$ cat config.mk
export PLATFORM = sky130hd
export DESIGN_NAME = bsme_front_flat
export DESIGN_NICKNAME = d
export VERILOG_FILES = /design/src/rtl/bsme_pkg.sv /design/src/rtl/bsme_if.sv /design/src/rtl/bsme_front.sv /design/src/flat_wrapper.sv
export SDC_FILE = /design/constraint.sdc
export NUM_CORES = 1
export LEC_CHECK = 0
export BUFFER_PORTS_ARGS = -buffer_cell sky130_fd_sc_hd__buf_2
export CORE_AREA = 5 5 42 44
export DETAILED_ROUTE_END_ITERATION = 8
export DIE_AREA = 0 0 47 49
export SYNTH_ARGS = -nofsm -noshare
export SYNTH_HDL_FRONTEND = slang
export SYNTH_SLANG_ARGS = --single-unit
$ cat constraint.sdc
create_clock -name vclk -period 0.8
set_clock_uncertainty 0.1 [all_clocks]
set_input_delay 0.08 -clock vclk [all_inputs]
set_output_delay 0.08 -clock vclk [all_outputs]
set_load 0.02 [all_outputs]
$ cat src/rtl/bsme_pkg.sv
`default_nettype none

package bsme_pkg;

  localparam int DEPTH_W = 12;
  localparam int QDEPTH  = 2;

  localparam logic [7:0] OPC_HALT  = 8'h00;
  localparam logic [7:0] OPC_PUSH  = 8'h01;
  localparam logic [7:0] OPC_POP   = 8'h02;
  localparam logic [7:0] OPC_ADD   = 8'h03;
  localparam logic [7:0] OPC_SUM   = 8'h04;
  localparam logic [7:0] OPC_PRIM  = 8'h05;
  localparam logic [7:0] PRIM_PRINT = 8'hFF;

  typedef enum logic [2:0] {
    OP_HALT,
    OP_PUSH,
    OP_POP,
    OP_ADD,
    OP_SUM,
    OP_PRINT,
    OP_BAD_PRIM,
    OP_BAD_OPC
  } op_e;

  typedef enum logic [2:0] {
    ST_OK        = 3'd0,
    ST_HALTED    = 3'd1,
    ST_BAD_OPC   = 3'd2,
    ST_BAD_PRIM  = 3'd3,
    ST_BAD_ARITY = 3'd4,
    ST_UNDERFLOW = 3'd5,
    ST_OVERFLOW  = 3'd6
  } status_e;

  typedef struct packed {
    op_e        op;
    logic [7:0] operand;
  } instr_t;

  typedef struct packed {
    status_e              status;
    logic                 printed;
    logic [7:0]           print_value;
    logic [DEPTH_W-1:0]   stack_depth;
  } res_t;

endpackage

`default_nettype wire

$ cat src/rtl/bsme_if.sv
`default_nettype none

interface bsme_in_if;
  logic       valid;
  logic       ready;
  logic [7:0] opcode;
  logic [7:0] operand;

  modport source (output valid, output opcode, output operand, input ready);
  modport sink   (input valid, input opcode, input operand, output ready);
endinterface


`default_nettype wire

$ cat src/rtl/bsme_front.sv
`default_nettype none

module bsme_front (
  bsme_in_if.sink          in_i,
  output logic             push_valid_o,
  input  logic             push_ready_i,
  output bsme_pkg::instr_t push_data_o
);

  bsme_pkg::op_e op;

  always_comb begin
    case (in_i.opcode)
      bsme_pkg::OPC_HALT: op = bsme_pkg::OP_HALT;
      bsme_pkg::OPC_PUSH: op = bsme_pkg::OP_PUSH;
      bsme_pkg::OPC_POP:  op = bsme_pkg::OP_POP;
      bsme_pkg::OPC_ADD:  op = bsme_pkg::OP_ADD;
      bsme_pkg::OPC_SUM:  op = bsme_pkg::OP_SUM;
      bsme_pkg::OPC_PRIM: begin
        op = (in_i.operand == bsme_pkg::PRIM_PRINT) ? bsme_pkg::OP_PRINT
                                                    : bsme_pkg::OP_BAD_PRIM;
      end
      default: op = bsme_pkg::OP_BAD_OPC;
    endcase
  end

  assign push_valid_o        = in_i.valid;
  assign in_i.ready          = push_ready_i;
  assign push_data_o.op      = op;
  assign push_data_o.operand = in_i.operand;

endmodule

`default_nettype wire

$ cat src/flat_wrapper.sv
// flat-port wrapper written by rule: the top's interface ports become plain ports
module bsme_front_flat 
  (push_valid_o, push_ready_i, push_data_o, in_i_valid, in_i_opcode, in_i_operand, in_i_ready);
  bsme_in_if in_i_i ();
  output logic push_valid_o;
  input  logic push_ready_i;
  output bsme_pkg::instr_t push_data_o;
  input wire logic [$bits(in_i_i.valid)-1:0] in_i_valid;
  input wire logic [$bits(in_i_i.opcode)-1:0] in_i_opcode;
  input wire logic [$bits(in_i_i.operand)-1:0] in_i_operand;
  output wire logic [$bits(in_i_i.ready)-1:0] in_i_ready;
  assign in_i_i.valid = in_i_valid;
  assign in_i_i.opcode = in_i_opcode;
  assign in_i_i.operand = in_i_operand;
  assign in_i_ready = in_i_i.ready;
  bsme_front u_core (.in_i(in_i_i), .push_valid_o(push_valid_o), .push_ready_i(push_ready_i), .push_data_o(push_data_o));
endmodule
==> metrics <==
status=complete, but fails checks; failing checks=setup timing; gp weighted congestion=0.575; vias in the first global route=181; commonest non-fill, non-tap cells in the layout=buf_2, buf_6, inv_1, nand4_1, buf_4; Syn Area/Cell=6.91 µm²; worst relative slew slack=88.2%; chip height=49 µm; Fin. Hold Viols=0; most common cell after layout, fill and taps aside=buf_2; Worst setup SP type=input pin; critical path required time=0.62 ns; Antenna Nets Post-Route=0; synthesized net count=39; MaxCap Viol Count=0; RSZ-0062 raised after global routing=yes; Netlist cell types=10; Reg area=0 µm²; WS Path Type=input pin to primary output; Hold-fix buffers, CTS=0; Core Box Area=1400 µm²; Tot GR Track Use=between 3 and 4%; DR pass1 iterations=2; Overall Power=approximately 0.14 mW; Initial Util=10.4%; Max Slew Vio Count=0; Hold/Removal Path Class=input pin to primary output; ratio of cells with drive above 1 in the final layout=about 83%; drt via density=between 3 and 4; FF+latch count=0; sequential area share after synthesis=0%; # rows=14; initial antenna violation count=0; maximum clock rate=0.982 GHz; worst slack, placed=-0.241 ns; Worst Path Max Fanout=2; pin count of the biggest net entering global routing=4; # port buffers=27; first-pass GRT wire length=655 µm; Residual DRC=0; Die ar.=2300 µm²; pwr dens=463 nW/µm²; final setup fails=3; clk_buf instances=0; Cell Area, Synth=145 µm²; n_diodes=0; die width=47 µm; Worst-Margin Slew=between 0.15 and 0.2 ns; Vias=slightly above 200; final worst slack=-0.218 ns; Area Growth Syn to Fin=116%; fin area=313 µm²; crit path DAT=0.84 ns; grt ovf=0; area taken by multi-input logic gates=78.8 µm²; Mapped Cells=21; Yosys warnings=0; CP endpoint kind=primary output; IO Pins=31; Max VDD drop=0.106 mV; Post-DP Area=239 µm²; Routed WL=520 µm; routed len/inst=roughly 9.3 µm; NumNets Final=60; Tcrit/Tclk final=127%; leak pwr=0.159 nW; Final Core Density=22.3%; Starting DRT DRC Count=3; final hold slack=0.0600 ns; filler cell count=166; crit path time final=1.02 ns; DPL Wire Length=439 µm
cells in the mapped netlist:
master / count / area, µm²
nor3_2: 1 / 10.0
nor2_2: 1 / 6.26
a221o_1: 1 / 10.0
buf_4: 10 / 75.1
o2111ai_1: 1 / 8.76
inv_1: 2 / 7.51
or2_1: 1 / 6.26
o21ai_1: 1 / 5.00
nand2_1: 1 / 3.75
nand4_1: 2 / 12.5
critical path, stage by stage:
cell	delay (ns)
buf_6	0.10
nor3_4	0.18
nand2_1	0.08
a221o_1	0.27
buf_6	0.13
path summary, 6_finish.rpt:
| path | endpoint | start | cells after the start | slack, ns |
|---|---|---|---|---|
| hold / removal | in_i_ready | push_ready_i | 0 | 0.06 |
| setup / recovery | push_data_o[8] | in_i_opcode[7] | 5 | -0.22 |
per-stage QoR:
step / std cells / setup TNS (ns)
2_1_floorplan: 21 / -0.0595
3_3_place_gp: 55 / -0.573
3_5_place_dp: 55 / -0.563
4_1_cts: 56 / -0.519
5_1_grt: 56 / -0.644
6_report: 56 / -0.512
logic make-up after synthesis:
| kind of cell | Yosys count | share of synthesized area [%] |
|---|---|---|
| buf+inv | 12 | 56.9 |
| compound gates | 3 | 16.4 |
| simple gates | 6 | 26.7 |
what timing repair did:
item | CTS | global route
pin swaps | 2 | 5
setup endpoints to repair | 3 | 3
resized for setup | 6 | 8
setup buffers | 1 | 0
per-layer routing:
metal	up-vias	part of all wire [%]	GRT usage, %	wire length (µm)
met5	-	0	0	0
met1	94	28	3.06	143
met3	0	9.8	0	51
met4	0	0	0.461	0
met2	9	63	7.92	325
li1	101	-	-	-
area by class of cell:
cell class	instances	area share, %
multi-input combinational	9	25.2
tap	16	6.40
inverter	2	2.40
timing repair buffer	29	66.0
report_power, final:
part | switching (mW) | internal, mW
clock | 0 | 0
combinational | 0.0694 | 0.0753
sequential | 0 | 0
total | 0.0694 | 0.0753
No activity file was read; power rests on OpenSTA's default activity.
