==> src/rtl/bsme_pkg.sv <==
`default_nettype none

package bsme_pkg;

  localparam int DEPTH_W = 12;
  localparam int QDEPTH  = 2;

  localparam logic [7:0] OPC_HALT  = 8'h00;
  localparam logic [7:0] OPC_PUSH  = 8'h01;
  localparam logic [7:0] OPC_POP   = 8'h02;
  localparam logic [7:0] OPC_ADD   = 8'h03;
  localparam logic [7:0] OPC_SUM   = 8'h04;
  localparam logic [7:0] OPC_PRIM  = 8'h05;
  localparam logic [7:0] PRIM_PRINT = 8'hFF;

  typedef enum logic [2:0] {
    OP_HALT,
    OP_PUSH,
    OP_POP,
    OP_ADD,
    OP_SUM,
    OP_PRINT,
    OP_BAD_PRIM,
    OP_BAD_OPC
  } op_e;

  typedef enum logic [2:0] {
    ST_OK        = 3'd0,
    ST_HALTED    = 3'd1,
    ST_BAD_OPC   = 3'd2,
    ST_BAD_PRIM  = 3'd3,
    ST_BAD_ARITY = 3'd4,
    ST_UNDERFLOW = 3'd5,
    ST_OVERFLOW  = 3'd6
  } status_e;

  typedef struct packed {
    op_e        op;
    logic [7:0] operand;
  } instr_t;

  typedef struct packed {
    status_e              status;
    logic                 printed;
    logic [7:0]           print_value;
    logic [DEPTH_W-1:0]   stack_depth;
  } res_t;

endpackage

`default_nettype wire

==> src/rtl/bsme_queue.sv <==
`default_nettype none

module bsme_queue (
  input  logic             clk_i,
  input  logic             rst_ni,
  input  logic             push_valid_i,
  output logic             push_ready_o,
  input  bsme_pkg::instr_t push_data_i,
  output logic             pop_valid_o,
  input  logic             pop_ready_i,
  output bsme_pkg::instr_t pop_data_o
);

  localparam int Depth = bsme_pkg::QDEPTH;
  localparam int IW    = (Depth > 1) ? $clog2(Depth) : 1;
  localparam int CW    = $clog2(Depth + 1);

  bsme_pkg::instr_t mem_q [Depth];
  logic [IW-1:0]    wr_ptr_q, wr_ptr_d;
  logic [IW-1:0]    rd_ptr_q, rd_ptr_d;
  logic [CW-1:0]    cnt_q, cnt_d;
  logic             do_push, do_pop;

  assign push_ready_o = (cnt_q != CW'(Depth));
  assign pop_valid_o  = (cnt_q != '0);
  assign pop_data_o   = mem_q[rd_ptr_q];
  assign do_push      = push_valid_i && push_ready_o;
  assign do_pop       = pop_valid_o && pop_ready_i;

  always_comb begin
    wr_ptr_d = wr_ptr_q;
    rd_ptr_d = rd_ptr_q;
    cnt_d    = cnt_q;
    if (do_push) begin
      wr_ptr_d = (wr_ptr_q == IW'(Depth - 1)) ? '0 : wr_ptr_q + IW'(1);
    end
    if (do_pop) begin
      rd_ptr_d = (rd_ptr_q == IW'(Depth - 1)) ? '0 : rd_ptr_q + IW'(1);
    end
    if (do_push && !do_pop) begin
      cnt_d = cnt_q + CW'(1);
    end else if (do_pop && !do_push) begin
      cnt_d = cnt_q - CW'(1);
    end
  end

  always_ff @(posedge clk_i or negedge rst_ni) begin
    if (!rst_ni) begin
      wr_ptr_q <= '0;
      rd_ptr_q <= '0;
      cnt_q    <= '0;
    end else begin
      wr_ptr_q <= wr_ptr_d;
      rd_ptr_q <= rd_ptr_d;
      cnt_q    <= cnt_d;
    end
  end

  always_ff @(posedge clk_i) begin
    if (do_push) begin
      mem_q[wr_ptr_q] <= push_data_i;
    end
  end

endmodule

`default_nettype wire

==> config.mk <==
export PLATFORM = sky130hd
export DESIGN_NAME = bsme_queue
export DESIGN_NICKNAME = d
export VERILOG_FILES = /design/src/rtl/bsme_pkg.sv /design/src/rtl/bsme_queue.sv
export SDC_FILE = /design/constraint.sdc
export NUM_CORES = 1
export LEC_CHECK = 0
export BUFFER_PORTS_ARGS = -buffer_cell sky130_fd_sc_hd__buf_2
export CORE_MARGIN = 4
export CORE_UTILIZATION = 50
export CTS_CLUSTER_SIZE = 30
export DETAILED_ROUTE_END_ITERATION = 16
export GPL_ROUTABILITY_DRIVEN = 0
export HOLD_SLACK_MARGIN = 0.02
export PLACE_DENSITY = 0.85
export SYNTH_ARGS = -nofsm -noshare
export SYNTH_HDL_FRONTEND = slang
export SYNTH_SLANG_ARGS = --single-unit
==> constraint.sdc <==
create_clock -name clk_i -period 3.8 [get_ports clk_i]
set_input_delay 0.76 -clock clk_i [delete_from_list [all_inputs] [get_ports clk_i]]
set_output_delay 0.76 -clock clk_i [all_outputs]
set_load 0.005 [all_outputs]
==> impl_results.md <==
- Outcome: complete, no violations
- Largest net degree at the start of global routing: 15
- Site Rows: 15
- Slew @ Worst Pin: 910 ps
- Die Ht: 52.8 um
- CTS tree: yes
- Setup Fix Bufs, Post-CTS: 0
- Yosys top cell area share: roughly 66%
- Number of clock sinks: 26
- Clock latency on the worst-skew pair: 320 ps
- Initial antenna violation count: 0
- Starting Density: 55.1%
- Routed WL: around 1.5 mm
- Post-synthesis sequential area ratio: 75.8%
- Post-detail-place hpwl: about 1.1 mm
- Clock buffer count from CTS: 3
- Fillers: 150
- Number of remaining DRC errors: 0
- Most frequent cells in the layout: buf_2, edfxtp_1, mux2_2
- Crit path time final: 2280 ps
- Pleak: 0.480 nW
- Die width: 52.8 um
- Syn_area_per_cell: 19.3 sq um
- Port buffer count: 27
- Routed Antenna Nets: 0
- Clk_skew: roughly 3.3 ps
- # H-tree levels: 1
- Type of the tightest min-delay check: in -> async
- Share of cells above drive strength 1: 54.9%
- Synthesized flop and latch total: 26
- Nature of the critical path startpoint: flip-flop
- Crit path arrival time: 1520 ps
- Yosys cell types: 14
- GRT overflow: 0
- Max IR drop VDD: 0.464 mV
- Setup TNS: 0 ps
- Clock Path Buffers: 2
- Crit. End Element: output port
- Vias per std cell: 4.85
- Vias: just over 500
- Pins Over Slew Limit: 0
- I/O Pins: 28
- CTS resizes: 0
- Max Clock Freq: 438 MHz
- Worst Path Max Fanout: 12
- Setup Crit Path Kind: reg -> out
- Max transition margin: 39.1%
- Final net count: slightly below 100
- GRT Total Usage: 12.5%
- Post-CTS Hold Buffers: 0
- Hold Vio Cnt, Final: 0
- Core ar.: about 1800 sq um
- Largest area contributor in the netlist: edfxtp_1
- Max-cap viol count: 0
- Synth area leaders: edfxtp_1, mux2_2, dfrtp_1
- Clock root cell: clkbuf_4
- Synthesized cell area: 1000 sq um
- Most common cell after layout, fill and taps aside: buf_2
- Net count after synthesis: 68
- Die Footprint: 2790 sq um
- Drt first pass iters: 3
- Yosys synthesis warning count: 0
- Synth-to-Final Area Change: 19.5%
- First-pass GRT wire length: 2.37 mm
- Core Util, Final: 65.8%
- Clock slew at the register clock pins of the worst setup and hold paths: between 100 and 150 ps
- Synthesized instance count: 52
- WP data required: 3040 ps
- Final setup viols: 0
- Ratio of final minimum period to clock period: 60.1%
- Unrepaired setup endpoints after global routing: false
- 1st-iter DRT viols: 10
- Antenna cells: 0
- Vias in the first global route: 547
- WL per Instance: 13.9 um
- PD cells: 710 nW/um^2
## logic make-up after synthesis
group / synth area share (%)
flops: 75.8
mux: 12.3
simple gates: 5.11
xor+xnor: 4.36
buf+inv: 1.12
fa+ha+maj: 1.25
## per-stage QoR
| stage | hold WS [ps] | worst slack [ps] | power (W) | cells | area, sq um |
|---|---|---|---|---|---|
| after global routing | 196 | 1450 | 0.000910 | 107 | 1200 |
| after CTS | 215 | 1500 | 0.000862 | 107 | 1200 |
| final | 217 | 1520 | 0.000852 | 107 | 1200 |
| after global placement | 477 | 1830 | 0.000717 | 103 | 1160 |
| after floorplan | 461 | 2090 | 0.000631 | 52 | 1000 |
| after detailed placement | 519 | 1750 | 0.000730 | 103 | 1160 |
## critical path, stage by stage, from the launching register on
cell and delay (ps):
dfrtp_1 690, mux2_2 390, buf_2 120
## registers in the layout (all words and copies together) (netlist names)
register  cells
rd_ptr_q      1
wr_ptr_q      1
mem_q        22
cnt_q         2
## report_power, final
group / leakage [nW] / total, W / internal, W / switching (W)
logic: 0.208 / 0.000262 / 0.000152 / 0.000110
registers: 0.251 / 0.000453 / 0.000396 / 0.0000565
clock network: 0.0210 / 0.000136 / 0.0000586 / 0.0000776
## routing by layer
layer,vias to the layer above,routed length [um],global-route usage (%)
li1,251,-,-
met1,245,578,13.4
met2,18,763,21.3
met3,5,110,3.70
met4,0,35,7.66
met5,-,0,0
## Yosys cell counts
master,instances
ha_1,1
edfxtp_1,22
buf_4,1
or2_4,1
nand2b_4,1
nand2_1,1
dfrtp_1,4
xor2_1,2
and3_1,1
inv_1,1
xnor2_1,3
nor2_1,2
nand2_4,1
mux2_2,11
## path summary, 6_finish.rpt
check                      slack [ps]  startpoint  cells after the start       endpoint
hold reg to reg                   530    wr_ptr_q                      1       wr_ptr_q
setup reg to reg                 2050    cnt_q[0]                      3   mem_q[0][10]
setup / recovery                 1520    rd_ptr_q                      2  pop_data_o[7]
min in group clk_i                530    wr_ptr_q                      1       wr_ptr_q
max in group asynchronous        3470      rst_ni                      1       cnt_q[1]
hold / removal                    220      rst_ni                      1       cnt_q[0]
## layout make-up
type / instances / area [sq um] / area share (%)
multi-input cells: 24 / 231 / 19.3
flip-flops and latches: 26 / 761 / 63.5
well taps: 25 / 31.3 / 2.61
inverters: 1 / 3.75 / 0.313
clock buffers: 4 / 36.3 / 3.03
repair buffers: 27 / 135 / 11.3
(Power assumes the default switching activity.)
